==> src/brle_pkg.sv <==
// ----------------------------------------------------------------------------
// brle_pkg: bitmap run-length decoder definitions
// Shared types, constants and helpers for the RLE8/RLE4 stream decoder.
// ----------------------------------------------------------------------------
`default_nettype none

package brle_pkg;

	localparam int unsigned MAX_WIDTH  = 4096;
	localparam int unsigned MAX_HEIGHT = 4096;

	localparam int unsigned CFG_W   = 13;
	localparam int unsigned CFG_IDX = 2;
	localparam int unsigned ROW_W   = 12;
	localparam int unsigned COL_W   = 16;

	localparam logic [COL_W-1:0] COL_MAX  = 16'hffff;
	localparam logic [7:0]       NIB_MASK = 8'h0f;
	localparam logic [7:0]       PAD_MASK = 8'd3;

	localparam logic [CFG_IDX-1:0] REG_WIDTH  = 2'd0;
	localparam logic [CFG_IDX-1:0] REG_HEIGHT = 2'd1;
	localparam logic [CFG_IDX-1:0] REG_MODE   = 2'd2;

	localparam logic [7:0] ESC_EOL   = 8'd0;
	localparam logic [7:0] ESC_EOB   = 8'd1;
	localparam logic [7:0] ESC_DELTA = 8'd2;

	typedef enum logic [6:0] {
		PH_COUNT     = 7'b0000001,
		PH_RUN_VALUE = 7'b0000010,
		PH_ESCAPE    = 7'b0000100,
		PH_DELTA_X   = 7'b0001000,
		PH_DELTA_Y   = 7'b0010000,
		PH_ABS_DATA  = 7'b0100000,
		PH_ABS_PAD   = 7'b1000000
	} phase_t;

	typedef struct packed {
		phase_t           phase;
		logic [COL_W-1:0] column;
		logic [ROW_W-1:0] row;
		logic             off;
		logic [7:0]       pending;
		logic [7:0]       done;
		logic [7:0]       dx;
	} state_t;

	typedef struct packed {
		logic [CFG_W-1:0] width;
		logic [CFG_W-1:0] height;
		logic             mode;
	} cfg_t;

	typedef struct packed {
		logic [ROW_W-1:0] row;
		logic [ROW_W-1:0] col_start;
		logic [7:0]       span_length;
		logic [7:0]       first_index;
		logic [7:0]       second_index;
		logic             end_of_image;
	} span_t;

	typedef struct packed {
		logic [ROW_W-1:0] row;
		logic             off;
	} row_pos_t;

	function automatic logic [CFG_W-1:0] clamp_width(input logic [CFG_W-1:0] v);
		return (v > CFG_W'(MAX_WIDTH)) ? CFG_W'(MAX_WIDTH) : v;
	endfunction

	function automatic row_pos_t load_row(input logic [CFG_W-1:0] v);
		logic [CFG_W-1:0] h;
		row_pos_t         p;
		h = (v > CFG_W'(MAX_HEIGHT)) ? CFG_W'(MAX_HEIGHT) : v;
		if (h == '0) begin
			p.row = '0;
			p.off = 1'b1;
		end else begin
			p.row = ROW_W'(h - CFG_W'(1));
			p.off = 1'b0;
		end
		return p;
	endfunction

endpackage

`default_nettype wire

==> src/brle_byte_if.sv <==
// ----------------------------------------------------------------------------
// brle_byte_if: compressed byte channel
// Valid/ready channel carrying one stream byte per request.
// ----------------------------------------------------------------------------
`default_nettype none

interface brle_byte_if;
	logic       valid;
	logic       ready;
	logic [7:0] stream_byte;

	modport source (output valid, output stream_byte, input ready);
	modport sink (input valid, input stream_byte, output ready);
endinterface

`default_nettype wire

==> src/brle_span_if.sv <==
// ----------------------------------------------------------------------------
// brle_span_if: pixel span channel
// Valid/ready channel carrying one decoded span or end marker per request.
// ----------------------------------------------------------------------------
`default_nettype none

interface brle_span_if;
	logic                         valid;
	logic                         ready;
	logic [brle_pkg::ROW_W-1:0]   row;
	logic [brle_pkg::ROW_W-1:0]   col_start;
	logic [7:0]                   span_length;
	logic [7:0]                   first_index;
	logic [7:0]                   second_index;
	logic                         end_of_image;

	modport source (output valid, output row, output col_start, output span_length,
		output first_index, output second_index, output end_of_image, input ready);
	modport sink (input valid, input row, input col_start, input span_length,
		input first_index, input second_index, input end_of_image, output ready);
endinterface

`default_nettype wire

==> src/brle_step.sv <==
// ----------------------------------------------------------------------------
// brle_step: decoder next-state logic
// Parses one stream byte against the current state and forms the span.
// ----------------------------------------------------------------------------
`default_nettype none

module brle_step (
	input  brle_pkg::state_t st,
	input  brle_pkg::cfg_t   cfg,
	input  logic [7:0]       stream_byte,
	output brle_pkg::state_t nxt,
	output brle_pkg::span_t  res,
	output logic             emit
);

	logic                          span_go;
	logic [7:0]                    span_n;
	logic [7:0]                    span_a;
	logic [7:0]                    span_b;
	logic                          add_go;
	logic [7:0]                    add_n;
	logic [brle_pkg::COL_W:0]      col_sum;
	logic                          mv_go;
	logic [7:0]                    mv_rows;
	logic [brle_pkg::CFG_W-1:0]    w;
	logic [brle_pkg::CFG_W-1:0]    room;
	logic [7:0]                    left;
	logic [7:0]                    abs_n;
	logic [7:0]                    done_next;
	logic                          pad;
	logic [7:0]                    hi_nib;
	logic [7:0]                    lo_nib;
	brle_pkg::row_pos_t            rearm;

	always_comb begin
		nxt       = st;
		res       = '0;
		emit      = 1'b0;
		span_go   = 1'b0;
		span_n    = '0;
		span_a    = '0;
		span_b    = '0;
		add_go    = 1'b0;
		add_n     = '0;
		mv_go     = 1'b0;
		mv_rows   = '0;
		w         = brle_pkg::clamp_width(cfg.width);
		room      = '0;
		rearm     = brle_pkg::load_row(cfg.height);
		hi_nib    = stream_byte >> 4;
		lo_nib    = stream_byte & brle_pkg::NIB_MASK;
		left      = (st.pending > st.done) ? (st.pending - st.done) : '0;
		if (cfg.mode) begin
			abs_n = (left < 8'd2) ? left : 8'd2;
			pad   = ((st.pending & brle_pkg::PAD_MASK) == 8'd1) ||
				((st.pending & brle_pkg::PAD_MASK) == 8'd2);
		end else begin
			abs_n = (left < 8'd1) ? left : 8'd1;
			pad   = st.pending[0];
		end
		done_next = st.done + abs_n;

		unique case (st.phase)
			brle_pkg::PH_COUNT: begin
				if (stream_byte != '0) begin
					nxt.pending = stream_byte;
					nxt.phase   = brle_pkg::PH_RUN_VALUE;
				end else begin
					nxt.phase = brle_pkg::PH_ESCAPE;
				end
			end
			brle_pkg::PH_RUN_VALUE: begin
				span_go   = 1'b1;
				span_n    = st.pending;
				span_a    = cfg.mode ? hi_nib : stream_byte;
				span_b    = cfg.mode ? lo_nib : stream_byte;
				nxt.phase = brle_pkg::PH_COUNT;
			end
			brle_pkg::PH_ESCAPE: begin
				case (stream_byte)
					brle_pkg::ESC_EOL: begin
						nxt.column = '0;
						mv_go      = 1'b1;
						mv_rows    = 8'd1;
						nxt.phase  = brle_pkg::PH_COUNT;
					end
					brle_pkg::ESC_EOB: begin
						emit             = 1'b1;
						res.end_of_image = 1'b1;
						nxt.column       = '0;
						nxt.row          = rearm.row;
						nxt.off          = rearm.off;
						nxt.phase        = brle_pkg::PH_COUNT;
					end
					brle_pkg::ESC_DELTA: begin
						nxt.phase = brle_pkg::PH_DELTA_X;
					end
					default: begin
						nxt.pending = stream_byte;
						nxt.done    = '0;
						nxt.phase   = brle_pkg::PH_ABS_DATA;
					end
				endcase
			end
			brle_pkg::PH_DELTA_X: begin
				nxt.dx    = stream_byte;
				nxt.phase = brle_pkg::PH_DELTA_Y;
			end
			brle_pkg::PH_DELTA_Y: begin
				add_go    = 1'b1;
				add_n     = st.dx;
				mv_go     = 1'b1;
				mv_rows   = stream_byte;
				nxt.phase = brle_pkg::PH_COUNT;
			end
			brle_pkg::PH_ABS_DATA: begin
				span_go  = 1'b1;
				span_n   = abs_n;
				span_a   = cfg.mode ? hi_nib : stream_byte;
				span_b   = cfg.mode ? lo_nib : stream_byte;
				nxt.done = done_next;
				if (abs_n == '0 || done_next >= st.pending) begin
					nxt.phase = pad ? brle_pkg::PH_ABS_PAD : brle_pkg::PH_COUNT;
				end
			end
			brle_pkg::PH_ABS_PAD: begin
				nxt.phase = brle_pkg::PH_COUNT;
			end
			default: begin
				nxt.phase = brle_pkg::PH_COUNT;
			end
		endcase

		if (span_go) begin
			add_go = 1'b1;
			add_n  = span_n;
			if (span_n != '0 && !st.off && st.column < brle_pkg::COL_W'(w)) begin
				room             = w - st.column[brle_pkg::CFG_W-1:0];
				emit             = 1'b1;
				res.row          = st.row;
				res.col_start    = st.column[brle_pkg::ROW_W-1:0];
				res.span_length  = (brle_pkg::CFG_W'(span_n) < room) ? span_n : room[7:0];
				res.first_index  = span_a;
				res.second_index = span_b;
			end
		end

		col_sum = {1'b0, st.column} + (brle_pkg::COL_W+1)'(add_n);
		if (add_go) begin
			nxt.column = col_sum[brle_pkg::COL_W] ? brle_pkg::COL_MAX
				: col_sum[brle_pkg::COL_W-1:0];
		end

		if (mv_go && !st.off) begin
			if (brle_pkg::ROW_W'(mv_rows) > st.row) begin
				nxt.row = '0;
				nxt.off = 1'b1;
			end else begin
				nxt.row = st.row - brle_pkg::ROW_W'(mv_rows);
			end
		end
	end

endmodule

`default_nettype wire

==> src/bmp_rle_decoder.sv <==
// ----------------------------------------------------------------------------
// bmp_rle_decoder: bitmap RLE8/RLE4 stream decoder
// Turns a run-length compressed bitmap byte stream into clipped pixel spans.
// ----------------------------------------------------------------------------
// The decoder takes one compressed byte per clock while the span output is not
// stalled and sustains that rate with any mix of runs, escapes and absolute
// data. Each byte sits in an input register while the parse logic updates the
// decoder state and loads the result register, which drives the span output.
// The result register holds under backpressure while the input stage
// keeps taking bytes until it is full. Rows count from the bottom of the image
// upward; an end-of-bitmap escape yields a zero-length marker and re-arms the
// decoder. Write configuration only while no byte is in flight; writing the
// height reloads the starting row. No memories and no clearing pass.
`default_nettype none

module bmp_rle_decoder (
	input  logic                          clk,
	input  logic                          arst_n,
	brle_byte_if.sink                     stream,
	brle_span_if.source                   spans,
	input  logic                          cfg_we,
	input  logic [brle_pkg::CFG_IDX-1:0]  cfg_index,
	input  logic [brle_pkg::CFG_W-1:0]    cfg_data
);

	logic               valid_s1;
	logic [7:0]         byte_s1;
	logic               advance;
	logic               out_valid_q;
	brle_pkg::span_t    out_q;
	brle_pkg::state_t   state_q;
	brle_pkg::state_t   state_nxt;
	brle_pkg::cfg_t     cfg_q;
	brle_pkg::span_t    res;
	logic               emit;
	brle_pkg::row_pos_t new_row;

	assign advance      = !out_valid_q || spans.ready;
	assign stream.ready = !valid_s1 || advance;
	assign new_row      = brle_pkg::load_row(cfg_data);

	brle_step u_step (
		.st          (state_q),
		.cfg         (cfg_q),
		.stream_byte (byte_s1),
		.nxt         (state_nxt),
		.res         (res),
		.emit        (emit)
	);

	always_ff @(posedge clk or negedge arst_n) begin
		if (!arst_n) begin
			valid_s1 <= 1'b0;
		end else if (stream.valid && stream.ready) begin
			valid_s1 <= 1'b1;
		end else if (advance) begin
			valid_s1 <= 1'b0;
		end
	end

	always_ff @(posedge clk) begin
		if (stream.valid && stream.ready) begin
			byte_s1 <= stream.stream_byte;
		end
	end

	always_ff @(posedge clk or negedge arst_n) begin
		if (!arst_n) begin
			out_valid_q <= 1'b0;
		end else if (advance) begin
			out_valid_q <= valid_s1 && emit;
		end
	end

	always_ff @(posedge clk) begin
		if (advance && valid_s1 && emit) begin
			out_q <= res;
		end
	end

	always_ff @(posedge clk or negedge arst_n) begin
		if (!arst_n) begin
			state_q.phase   <= brle_pkg::PH_COUNT;
			state_q.column  <= '0;
			state_q.row     <= '0;
			state_q.off     <= 1'b0;
			state_q.pending <= '0;
			state_q.done    <= '0;
			state_q.dx      <= '0;
			cfg_q.width     <= brle_pkg::CFG_W'(1);
			cfg_q.height    <= brle_pkg::CFG_W'(1);
			cfg_q.mode      <= 1'b0;
		end else begin
			if (valid_s1 && advance) begin
				state_q <= state_nxt;
			end
			if (cfg_we) begin
				unique case (cfg_index)
					brle_pkg::REG_WIDTH: begin
						cfg_q.width <= cfg_data;
					end
					brle_pkg::REG_HEIGHT: begin
						cfg_q.height <= cfg_data;
						state_q.row  <= new_row.row;
						state_q.off  <= new_row.off;
					end
					brle_pkg::REG_MODE: begin
						cfg_q.mode <= cfg_data[0];
					end
					default: begin
					end
				endcase
			end
		end
	end

	assign spans.valid        = out_valid_q;
	assign spans.row          = out_q.row;
	assign spans.col_start    = out_q.col_start;
	assign spans.span_length  = out_q.span_length;
	assign spans.first_index  = out_q.first_index;
	assign spans.second_index = out_q.second_index;
	assign spans.end_of_image = out_q.end_of_image;

`ifndef SYNTHESIS
	a_marker_zero: assert property (@(posedge clk) disable iff (!arst_n)
		out_valid_q && out_q.end_of_image |->
		out_q.span_length == '0 && out_q.row == '0 && out_q.col_start == '0)
		else $error("end marker carries nonzero span fields");

	a_span_nonempty: assert property (@(posedge clk) disable iff (!arst_n)
		out_valid_q && !out_q.end_of_image |-> out_q.span_length != '0)
		else $error("empty pixel span emitted");

	a_span_clipped: assert property (@(posedge clk) disable iff (!arst_n)
		out_valid_q && !out_q.end_of_image |->
		({1'b0, out_q.col_start} + brle_pkg::CFG_W'(out_q.span_length))
		<= brle_pkg::clamp_width(cfg_q.width))
		else $error("span runs past the image width");

	a_stage_hold: assert property (@(posedge clk) disable iff (!arst_n)
		valid_s1 && !advance |=> valid_s1 && $stable(byte_s1))
		else $error("input stage dropped a stalled byte");
`endif

endmodule

`default_nettype wire
==> src/flat_wrapper.sv <==
// flat-port wrapper written by rule: the top's interface ports become plain ports
module bmp_rle_decoder_flat 
  (clk, arst_n, cfg_we, cfg_index, cfg_data, stream_valid, stream_stream_byte, stream_ready, spans_valid, spans_row, spans_col_start, spans_span_length, spans_first_index, spans_second_index, spans_end_of_image, spans_ready);
  brle_byte_if stream_i ();
  brle_span_if spans_i ();
  input  logic clk;
  input  logic arst_n;
  input  logic cfg_we;
  input  logic [brle_pkg::CFG_IDX-1:0] cfg_index;
  input  logic [brle_pkg::CFG_W-1:0] cfg_data;
  input wire logic [$bits(stream_i.valid)-1:0] stream_valid;
  input wire logic [$bits(stream_i.stream_byte)-1:0] stream_stream_byte;
  output wire logic [$bits(stream_i.ready)-1:0] stream_ready;
  output wire logic [$bits(spans_i.valid)-1:0] spans_valid;
  output wire logic [$bits(spans_i.row)-1:0] spans_row;
  output wire logic [$bits(spans_i.col_start)-1:0] spans_col_start;
  output wire logic [$bits(spans_i.span_length)-1:0] spans_span_length;
  output wire logic [$bits(spans_i.first_index)-1:0] spans_first_index;
  output wire logic [$bits(spans_i.second_index)-1:0] spans_second_index;
  output wire logic [$bits(spans_i.end_of_image)-1:0] spans_end_of_image;
  input wire logic [$bits(spans_i.ready)-1:0] spans_ready;
  assign stream_i.valid = stream_valid;
  assign stream_i.stream_byte = stream_stream_byte;
  assign stream_ready = stream_i.ready;
  assign spans_valid = spans_i.valid;
  assign spans_row = spans_i.row;
  assign spans_col_start = spans_i.col_start;
  assign spans_span_length = spans_i.span_length;
  assign spans_first_index = spans_i.first_index;
  assign spans_second_index = spans_i.second_index;
  assign spans_end_of_image = spans_i.end_of_image;
  assign spans_i.ready = spans_ready;
  bmp_rle_decoder u_core (.clk(clk), .arst_n(arst_n), .stream(stream_i), .spans(spans_i), .cfg_we(cfg_we), .cfg_index(cfg_index), .cfg_data(cfg_data));
endmodule
==> config.mk <==
export PLATFORM = sky130hd
export DESIGN_NAME = bmp_rle_decoder_flat
export DESIGN_NICKNAME = d
export VERILOG_FILES = /design/src/brle_pkg.sv /design/src/brle_byte_if.sv /design/src/brle_span_if.sv /design/src/brle_step.sv /design/src/bmp_rle_decoder.sv /design/src/flat_wrapper.sv
export SDC_FILE = /design/constraint.sdc
export NUM_CORES = 1
export LEC_CHECK = 0
export BUFFER_PORTS_ARGS = -buffer_cell sky130_fd_sc_hd__buf_4
export CAP_MARGIN = 5
export CELL_PAD_IN_SITES_DETAIL_PLACEMENT = 0
export CELL_PAD_IN_SITES_GLOBAL_PLACEMENT = 1
export CORE_UTILIZATION = 30
export DETAILED_ROUTE_END_ITERATION = 10
export PLACE_DENSITY = 0.67
export SLEW_MARGIN = 15
export SYNTH_ARGS = -nofsm -noshare
export SYNTH_HDL_FRONTEND = slang
export SYNTH_SLANG_ARGS = --single-unit
==> constraint.sdc <==
create_clock -name clk -period 15.3 [get_ports clk]
set_clock_uncertainty 0.2 [all_clocks]
set_input_delay 3.06 -clock clk [delete_from_list [all_inputs] [get_ports clk]]
set_output_delay 3.06 -clock clk [all_outputs]
set_load 0.005 [all_outputs]
==> impl_metrics.csv, run 1 <==
group,metric,value,unit
placement,port_buffers,78,
worst_setup_path,r2r_start,"u_core.state_q[16]$_DFFE_PN0P_",
logic_synthesis,synth_fa_ha_area_frac,0.111,
floorplanning,die_h,180,um
finish,drive_above_1_share,0.173,
floorplanning,dieWidth,180,um
cts,cts_tree,"built",
finish,synthToLayoutAreaGrowth,16.9,%
worst_setup_path,slowest_stage,"nor2b_1",
global_route,grt_usage,0.167,
global_route,first_global_vias,7591,
worst_setup_path,path_cells,"buf_4 -> nor2b_1 -> nand2_1 -> buf_4",
logic_synthesis,syn-cell-area,0.00947,mm2
worst_setup_path,worstSetupPathType,"in2out",
timing,slew_headroom,0.277,
logic_synthesis,ys_seq_area_frac,0.404,
cts,htreeDepth,4,
logic_synthesis,synth_xor_area_frac,0.0287,
worst_setup_path,worstPathRequired,12.04,ns
drt,drc_errors,5,
logic_synthesis,synth_cell_types,82,
cts,cts_setup_buffers,0,
floorplanning,boundaryPins,79,
cts,cts-resized-gates,0,
drt,num_vias,7627,
finish,design_area,0.0111,mm2
worst_setup_path,start_kind,"input port",
floorplanning,die-area,0.0323,mm2
floorplanning,fp-row-count,64,
placement,place_congestion,0.830,
logic_synthesis,synth_mux_area_frac,0.0504,
timing,finalCritPeriodShare,0.452,
cts,clkLatencyLatePin,0.43,ns
worst_hold_path,hold_path.class,"reg2reg",
timing,setup_viol,0,
cts,clk_pin_slew,0.07,ns
logic_synthesis,synth-simple-area-share,0.188,
placement,placed_area,0.0105,mm2
cts,clock-sinks,142,
worst_setup_path,cp_common_cell,"buf_4",
status,violations,"design-rule violations",
logic_synthesis,synth_seq_cells,142,
flow_run,max_cap_violations,0,
worst_setup_path,crit_start,"spans_ready",
drt,wirelength,26.0,mm
timing,worstMarginPinSlew,1.08,ns
logic_synthesis,synth_top_family_by_area,"simple AND/OR/NAND/NOR gates",
logic_synthesis,synthCells,1018,
pwr,ir_drop,64.0,uV
logic_synthesis,synthMostInstantiatedCell,"nand2_1",
placement,hpwl,19.7,mm
worst_hold_path,worstHoldStart,"u_core.cfg_q[1]$_DFFE_PN1P_",
drt,wl_per_cell,17.4,um
logic_synthesis,async_flop_share,0.627,
drt,drt-initial-drc-count,524,
global_route,grt_overflow,0,
global_route,grt_antenna_before_repair,0,
floorplanning,coreArea,0.0308,mm2
logic_synthesis,synth_enable_flop_cells,53,
timing,fmax,0.145,GHz
timing,hold_viol,0,
floorplanning,initial_utilization,0.307,
timing,layout_min_cycle_time,6.91,ns
logic_synthesis,ys_warn_count,0,
cts,root_buffer,"clkbuf_16",
logic_synthesis,synth_top_area_frac,0.227,
cts,cts.path.max_buffers,2,
status,status,"finished, violations left",
pwr,p_leak,4.77,nW
finish,n_antenna_cell,0,
worst_setup_path,crit_arrival,3.65,ns
timing,rsz0062_at_grt,"no",
drt,viasPerCell,5.09,
logic_synthesis,avgSynthCellArea,9.30,um2
drt,dr.pass1.iters,10,
logic_synthesis,synth.area.top_cells,"dfrtp_1, edfxtp_1, ha_1",
worst_setup_path,crit_path_max_incr_delay,0.21,ns
timing,report.final.slew_viol_count,0,
cts,cts_made_buffers,17,
logic_synthesis,synth_common_cells,"nand2_1, dfrtp_1, o21ai_0, ha_1, nor2_1",
logic_synthesis,synth.largest_area_cell,"dfrtp_1",
global_route,grt_pass1_wl,42.3,mm
global_route,grt_max_degree,64,
worst_setup_path,crit_path_end_kind,"output port",
finish,fin_nets,1198,
drt,ant_nets,0,
logic_synthesis,ys.flop_type,"dfrtp_1",
cts,ctsHoldBuffers,0,
logic_synthesis,synth-compound-area-share,0.174,
timing,timing.setup.tns,0,ns
worst_setup_path,crit_fanout,4,
pwr,p_per_area,143,mW/mm2
## cells by family (layout without fill, tap and decap cells)
family | Yosys count | in the layout
and+or+nand+nor | 363 | 363
DFF | 142 | 142
other | 1 | 5
buffers and inverters | 103 | 184
muxes | 43 | 43
xor gates and xnor gates | 31 | 31
AOI/OAI and AO/OA | 254 | 254
adders and majority gates | 81 | 81
## metal layers
| layer | vias to the layer above | wire length [um] | global-route usage |
|---|---|---|---|
| met5 | - | 0 | 0 |
| met4 | 0 | 393 | 0.0486 |
| met3 | 21 | 925 | 0.0253 |
| met2 | 139 | 12700 | 0.285 |
| met1 | 3710 | 12000 | 0.218 |
| li1 | 3757 | - | - |
## critical path, delay by kind of cell
family | cells | cell delay, ns
AND/OR/NAND/NOR | 2 | 0.33
buffers and inverters | 2 | 0.26
## worst paths after layout
path,slack (ns),endpoint,cells past startpoint
max in group asynchronous,11.35,u_core.cfg_q[26]$_DFFE_PN0P_,2
worst max register to register,8.96,u_core.state_q[46]$_DFFE_PN0P_,23
worst min register to register,0.30,u_core.cfg_q[1]$_DFFE_PN1P_,2
min in group asynchronous,2.35,u_core.cfg_q[5]$_DFFE_PN0P_,1
worst min-delay path,0.30,u_core.cfg_q[1]$_DFFE_PN1P_,2
worst max-delay path,8.39,stream_ready,4
## power by group
group | leakage [nW] | switching [mW] | internal, mW
clock | 0.293 | 0.175 | 0.255
sequential | 1.58 | 0.0624 | 0.455
combinational | 2.90 | 0.369 | 0.269
## registers in the layout, summed over array words and instances, names as in the netlist
name	flops
u_core.spans.end_of_image	1
u_core.state_q	60
u_core.spans.span_length	8
u_core.cfg_q	27
u_core.spans.second_index	4
u_core.spans.col_start	12
u_core.spans.first_index	8
u_core.valid_s1	1
u_core.byte_s1	8
u_core.spans.valid	1
u_core.spans.row	12
## through the flow
stage / std cells / util / hold WS, ns / power, mW / worst slack, ns
finish: 1499 / 0.359 / 0.297 / 1.59 / 8.39
global route: 1499 / 0.359 / 0.318 / 1.71 / 8.31
CTS: 1499 / 0.359 / 0.297 / 1.60 / 8.40
detailed placement: 1467 / 0.340 / 0.285 / 1.16 / 8.41
global placement: 1467 / 0.340 / 0.283 / 1.16 / 8.42
floorplan: 1022 / - / 0.254 / 0.986 / 8.72
## cell type report
class | instances | area (um2)
multi-input combinational | 777 | 5270
clock inverter | 12 | 133
sequential | 142 | 3820
timing repair buffer | 84 | 631
clock buffer | 20 | 468
tap | 396 | 495
inverter | 68 | 255
fill | 3096 | 19800
## cell usage in the layout, fill, tap and decap left out, drive strengths merged, types with 6 or more instances in the layout
cell type,instances
o211ai,12
mux2,37
a31oi,7
nand4,6
mux2i,6
nand2,132
xnor2,21
o21a,9
and2,24
or2,14
nand3,13
and3,7
xor2,10
nor2b,14
dfrtp,86
nor3b,8
a21o,17
o21ai,85
a21oi,64
nor2,74
o31ai,6
nor3,24
edfxtp,53
inv,72
nor4,13
a32o,6
ha,75
o21bai,6
buf,84
clkbuf,20
or3,8
nand2b,13
Power figures use the tool's default switching activity.
==> run 2, diff against run 1 <==
==> constraint.sdc (replaced) <==
create_clock -name clk -period 6.82 [get_ports clk]
set_clock_uncertainty 0.2 [all_clocks]
set_input_delay 1.364 -clock clk [delete_from_list [all_inputs] [get_ports clk]]
set_output_delay 1.364 -clock clk [all_outputs]
set_load 0.005 [all_outputs]
==> run 2 against run 1 <==
Combinational power rose by 130%. Hold slack worse by 0.0043 ns. Largest power group unchanged. Worst setup slack worse by 7.7 ns. The flow still finishes with violations (design-rule violations). Final area is 0.11% higher.
==> impl_metrics.csv, run 2 (synthesis results as in run 1) <==
group,metric,value,unit
status,status,"finished, violations left",
status,violations,"design-rule violations",
pwr,p_per_area,321,mW/mm2
cts,cts-resized-gates,0,
worst_setup_path,slowest_stage,"nor2_1",
finish,largest_register,"u_core.state_q",
worst_setup_path,path_cells,"inv_1 -> ha_1 -> inv_1 -> fa_1 -> xor2_1 -> a2111o_1 -> a311oi_2 -> nand2_1 -> o41ai_4 -> a32o_2 -> a21o_2 -> ha_1 -> inv_1 -> fa_1 -> nor2b_1 -> o21ai_0 -> a21boi_0 -> o21ai_0 -> a2111oi_0 -> buf_4 -> nand3_1 -> nor2_1 -> o21ai_0 -> o21ai_0",
timing,slew_headroom,0.296,
cts,clkLatencyLatePin,0.44,ns
finish,largestRegisters,"u_core.state_q x60, u_core.cfg_q x27",
global_route,grt_pass1_wl,43.9,mm
finish,multi_input_area,0.00527,mm2
drt,drc_errors,4,
global_route,grt_usage,0.174,
placement,port_buffers,78,
worst_hold_path,worstHoldStart,"u_core.cfg_q[1]$_DFFE_PN1P_",
drt,ant_nets,0,
worst_setup_path,crit_fanout,11,
cts,root_buffer,"clkbuf_16",
finish,synthToLayoutAreaGrowth,17.0,%
cts,cts.path.max_buffers,2,
worst_setup_path,start_kind,"register",
global_route,grt_max_degree,73,
drt,drt-initial-drc-count,493,
floorplanning,fp-row-count,64,
finish,drive_above_1_share,0.176,
finish,mostFrequentLayoutCell,"nand2_1",
cts,clk_pin_slew,0.08,ns
timing,fin_ws,0.724,ns
cts,cts_made_buffers,17,
floorplanning,coreArea,0.0308,mm2
finish,fin_nets,1201,
floorplanning,die-area,0.0323,mm2
pwr,ir_drop,183,uV
global_route,grt_overflow,0,
timing,worstMarginPinSlew,1.06,ns
finish,fillerInstances,3139,
timing,timing.setup.tns,0,ns
cts,htreeDepth,4,
floorplanning,die_h,180,um
finish,regArea,0.00382,mm2
timing,rsz0062_at_grt,"no",
drt,wl_per_cell,17.9,um
pwr,p_leak,4.79,nW
worst_setup_path,worstPathRequired,6.98,ns
timing,setup_viol,0,
timing,report.final.slew_viol_count,0,
timing,fmax,0.164,GHz
floorplanning,boundaryPins,79,
flow_run,max_cap_violations,0,
placement,place_congestion,0.855,
drt,dr.pass1.iters,10,
worst_setup_path,worstSetupPathType,"reg2reg",
timing,hold_viol,0,
finish,largest_register_ffs,60,
worst_setup_path,crit_start,"u_core.state_q[16]$_DFFE_PN0P_",
timing,finalCritPeriodShare,0.894,
worst_setup_path,crit_path_end_kind,"register",
worst_setup_path,crit_arrival,6.26,ns
drt,num_vias,7638,
floorplanning,initial_utilization,0.307,
worst_setup_path,crit_path_max_incr_delay,0.59,ns
cts,clock-sinks,142,
cts,ctsHoldBuffers,0,
pwr,totalPowerFinal,3.56,mW
placement,hpwl,20.2,mm
global_route,grt_antenna_before_repair,0,
cts,cts_tree,"built",
finish,final_cell_mix,"nand2_1, buf_4, dfrtp_1, o21ai_0, ha_1",
worst_hold_path,hold_path.class,"reg2reg",
floorplanning,dieWidth,180,um
worst_setup_path,cp_common_cell,"o21ai_0",
placement,pre_cts_ws,0.794,ns
finish,n_antenna_cell,0,
drt,wirelength,27.0,mm
global_route,first_global_vias,7827,
cts,cts_setup_buffers,0,
timing,layout_min_cycle_time,6.10,ns
drt,viasPerCell,5.09,
worst_setup_path,r2r_start,"u_core.state_q[16]$_DFFE_PN0P_",
==> run 2: cell count changes in the layout (fill, tap and decap cells not counted), sizes merged <==
cell	change
bufinv	-2
clkinvlp	-1
clkbuf	-3
buf	+3
inv	+6
==> run 2: worst paths after layout <==
| kind | depth (start not counted) | slack (ns) | to |
|---|---|---|---|
| worst max-delay path | 24 | 0.72 | u_core.state_q[42]$_DFFE_PN0P_ |
| worst min-delay path | 2 | 0.29 | u_core.cfg_q[1]$_DFFE_PN1P_ |
| worst min register to register | 2 | 0.29 | u_core.cfg_q[1]$_DFFE_PN1P_ |
| max in group asynchronous | 2 | 4.55 | u_core.state_q[11]$_DFFE_PN0P_ |
| min in group asynchronous | 1 | 0.59 | u_core.state_q[41]$_DFFE_PN0P_ |
| worst max register to register | 24 | 0.72 | u_core.state_q[42]$_DFFE_PN0P_ |
==> run 2: worst max-delay path: cells and delay by family (launching register included) <==
| kind | cells | cell delay (ns) |
|---|---|---|
| DFF | 1 | 0.41 |
| xor gates and xnor gates | 1 | 0.17 |
| and+or+nand+nor | 4 | 0.93 |
| buffers and inverters | 4 | 0.42 |
| AOI/OAI and AO/OA | 11 | 2.70 |
| adders and majority gates | 4 | 1.19 |
==> run 2: cell type report <==
class / instances / area share
repair buffers: 87 / 0.0589
clock inverters: 15 / 0.0149
well taps: 396 / 0.0447
clock buffers: 17 / 0.0384
flip-flops and latches: 142 / 0.345
inverters: 68 / 0.0230
multi-input cells: 777 / 0.475
==> run 2: per-stage QoR <==
stage,utilization,hold slack [ns],cells,area [um2]
2_1_floorplan,-,0.254,1022,9480
3_3_place_gp,0.340,0.282,1470,10500
3_5_place_dp,0.340,0.280,1470,10500
4_1_cts,0.359,0.296,1502,11100
5_1_grt,0.359,0.323,1502,11100
6_report,0.359,0.293,1502,11100
==> run 2: routing by layer <==
layer  vias to the layer above  share of wire  track usage
met4                         0          0.012       0.0431
met2                       138           0.49        0.301
li1                       3771              -            -
met5                         -              0            0
met3                        23          0.027       0.0269
met1                      3706           0.47        0.226
==> run 2: power by group <==
group / leakage [nW] / internal [mW] / switching [mW] / total, mW
combinational: 2.91 / 0.605 / 0.834 / 1.44
clock: 0.287 / 0.493 / 0.462 / 0.955
sequential: 1.58 / 1.02 / 0.148 / 1.17
total: 4.79 / 2.12 / 1.44 / 3.56
==> run 3, diff against run 2 <==
--- a/config.mk
+++ b/config.mk
@@ -7,11 +7,10 @@
 export LEC_CHECK = 0
 export BUFFER_PORTS_ARGS = -buffer_cell sky130_fd_sc_hd__buf_4
 export CAP_MARGIN = 5
-export CELL_PAD_IN_SITES_DETAIL_PLACEMENT = 0
-export CELL_PAD_IN_SITES_GLOBAL_PLACEMENT = 1
 export CORE_UTILIZATION = 30
 export DETAILED_ROUTE_END_ITERATION = 10
-export PLACE_DENSITY = 0.67
+export GPL_TIMING_DRIVEN = 0
+export PLACE_DENSITY = 0.57
 export SLEW_MARGIN = 15
 export SYNTH_ARGS = -nofsm -noshare
 export SYNTH_HDL_FRONTEND = slang
==> run 3 against run 2 <==
The run still ends with design-rule violations left. Utilization up 0.61 points. Clock-buffer cell count up 1. First-iteration DRC count grew 43%. Critical path type unchanged. Critical path depth unchanged. Wire length is 1.7% lower. Die area unchanged. Hold slack better by 0.0026 ns. Sequential power is essentially flat. Fmax shrank 2.9%. Final area up 1.7%.
==> impl_metrics.csv, run 3 (synthesis results as in run 1) <==
group,metric,value,unit
finish,n_antenna_cell,0,
cts,cts.path.max_buffers,2,
worst_setup_path,r2r_setup_slack,0.54,ns
floorplanning,coreArea,0.0308,mm2
cts,cts_setup_buffers,0,
worst_setup_path,start_kind,"register",
timing,layout_min_cycle_time,6.28,ns
placement,place_congestion,0.836,
finish,mostFrequentLayoutCell,"nand2_1",
cts,clk_pin_slew,0.06,ns
pwr,p_per_area,325,mW/mm2
timing,slew_headroom,0.305,
worst_hold_path,min_to,"u_core.cfg_q[1]$_DFFE_PN1P_",
timing,setup_viol,0,
finish,synthToLayoutAreaGrowth,19.0,%
finish,final_cell_mix,"nand2_1, dfrtp_1, o21ai_0, buf_4, ha_1",
drt,viasPerCell,5.12,
timing,fmax,0.159,GHz
drt,wl_per_cell,17.4,um
worst_setup_path,worstSetupPathType,"reg2reg",
pwr,clockPowerShare,0.288,
worst_hold_path,worstHoldStart,"u_core.cfg_q[1]$_DFFE_PN1P_",
worst_setup_path,crit_fanout,10,
worst_setup_path,worstPathRequired,6.97,ns
floorplanning,boundaryPins,79,
finish,largest_register,"u_core.state_q",
timing,holdWs,0.296,ns
floorplanning,die_h,180,um
finish,drive_above_1_share,0.168,
floorplanning,fp-row-count,64,
timing,hold_viol,0,
pwr,power.switching,1.35,mW
worst_setup_path,r2r-end,"u_core.state_q[40]$_DFFE_PN0P_",
cts,clkLatencyLatePin,0.43,ns
pwr,ir_drop,159,uV
pwr,pwr-share-comb,0.396,
pwr,p_sw_frac,0.368,
finish,largest_register_ffs,60,
worst_setup_path,crit_path_end_kind,"register",
drt,m1WireLength,12.3,mm
timing,rsz0062_at_grt,"no",
cts,htreeDepth,4,
placement,hpwl,20.0,mm
cts,cts_made_buffers,17,
timing,report.final.slew_viol_count,0,
drt,drc_errors,7,
drt,drt-initial-drc-count,707,
timing,worstMarginPinSlew,1.03,ns
drt,ant_nets,0,
drt,wl_met2,12.6,mm
global_route,grt_antenna_before_repair,0,
global_route,grt_pass1_wl,42.8,mm
drt,wirelength,26.5,mm
finish,largestRegisters,"u_core.state_q x60, u_core.cfg_q x27",
status,violations,"design-rule violations",
drt,dr.pass1.iters,9,
global_route,grt_max_degree,90,
global_route,grt_overflow,0,
cts,clock-sinks,142,
pwr,seq_power_share,0.316,
pwr,p_leak,4.84,nW
timing,finalCritPeriodShare,0.921,
floorplanning,initial_utilization,0.307,
status,status,"finished, violations left",
global_route,first_global_vias,7765,
finish,fillerInstances,3115,
drt,num_vias,7826,
finish,post-route-util,0.366,
worst_setup_path,crit_arrival,6.43,ns
flow_run,max_cap_violations,0,
placement,port_buffers,76,
global_route,grt_usage,0.169,
drt,wl_met3,1.16,mm
floorplanning,dieWidth,180,um
cts,root_buffer,"clkbuf_16",
worst_setup_path,r2r_start,"u_core.state_q[16]$_DFFE_PN0P_",
worst_hold_path,hold_depth,2,
worst_setup_path,ff2ff_path_depth,24,
drt,top_layer_used,"met4",
pwr,intPower,2.32,mW
pwr,totalPowerFinal,3.67,mW
cts,cts_tree,"built",
floorplanning,die-area,0.0323,mm2
worst_hold_path,hold_path.class,"reg2reg",
finish,fin_nets,1227,
[run 3: cell types whose count changed in the layout (fill, tap and decap cells not counted), sizes merged]
cell | previous run | this run
clkbuf | 17 | 43
inv | 78 | 68
bufinv | 0 | 6
clkinv | 4 | 6
buf | 87 | 88
clkinvlp | 1 | 2
[run 3: repair_timing]
action,in CTS,in global routing
endpoints found under the setup margin,0,10
hold buffers,0,0
endpoints found under the hold margin,0,0
resized for setup,0,1
[run 3: routing by layer]
metal,GRT usage,up-vias
met5,0,-
met4,0.0524,0
met3,0.0280,36
met2,0.280,173
met1,0.224,3806
li1,-,3811
[run 3: how the worst max path moves through the flow]
stage,startpoint,to,slack [ns],cells past startpoint
after floorplan,u_core.state_q[16]$_DFFE_PN0P_,u_core.spans.col_start[0]$_SDFFCE_PN0P_,1.05,13
final,u_core.state_q[16]$_DFFE_PN0P_,u_core.state_q[40]$_DFFE_PN0P_,0.54,24
after CTS,u_core.state_q[16]$_DFFE_PN0P_,u_core.state_q[40]$_DFFE_PN0P_,0.41,24
after global routing,u_core.state_q[16]$_DFFE_PN0P_,u_core.state_q[40]$_DFFE_PN0P_,0.06,24
after detailed placement,u_core.state_q[16]$_DFFE_PN0P_,u_core.state_q[44]$_DFFE_PN0P_,0.47,24
after global placement,u_core.cfg_q[26]$_DFFE_PN0P_,u_core.spans.col_start[11]$_SDFFCE_PN0P_,-0.65,14
[run 3: critical path, cell delays in order (launching register included)]
cell	delay [ns]
dfrtp_1	0.42
inv_1	0.12
ha_1	0.20
inv_1	0.07
fa_1	0.43
xor2_1	0.17
a2111o_1	0.35
a311oi_2	0.25
nand2_1	0.14
o41ai_4	0.41
a32o_2	0.37
a21o_2	0.14
ha_1	0.15
inv_1	0.05
fa_1	0.39
nor2b_1	0.13
o21ai_0	0.10
a21boi_0	0.26
o21ai_0	0.20
a2111oi_1	0.63
nand3_1	0.18
nor2_1	0.18
clkbuf_1	0.37
o21ai_0	0.18
o21ai_0	0.10
[run 3: final cells by class]
type                            instances  area [um2]  area share
Tap cell                              396         495      0.0440
Sequential cell                       142        3820       0.339
Clock inverter                         14         221      0.0196
Inverter                               68         255      0.0226
Multi-Input combinational cell        777        5250       0.466
Buffer                                 35         165      0.0147
Timing Repair Buffer                   78         629      0.0558
Clock buffer                           18         429      0.0381
[run 3: power by group through the flow]
stage / clock network [mW] / logic, mW / registers [mW]
4_1_cts: 1.07 / 1.46 / 1.16
6_report: 1.05 / 1.45 / 1.16
3_5_place_dp: 0 / 1.45 / 1.17
3_3_place_gp: 0 / 1.42 / 1.17
5_1_grt: 1.11 / 1.66 / 1.18
2_1_floorplan: 0 / 1.09 / 1.12
[run 3: per-stage QoR]
stage               cells  instance area (um2)  setup TNS, ns  setup slack [ns]
floorplan            1022                 9480              0              1.05
global placement     1494                10500         -29.22            -0.655
detailed placement   1496                10600              0             0.466
CTS                  1528                11300              0             0.414
global route         1528                11300              0            0.0572
finish               1528                11300              0             0.542
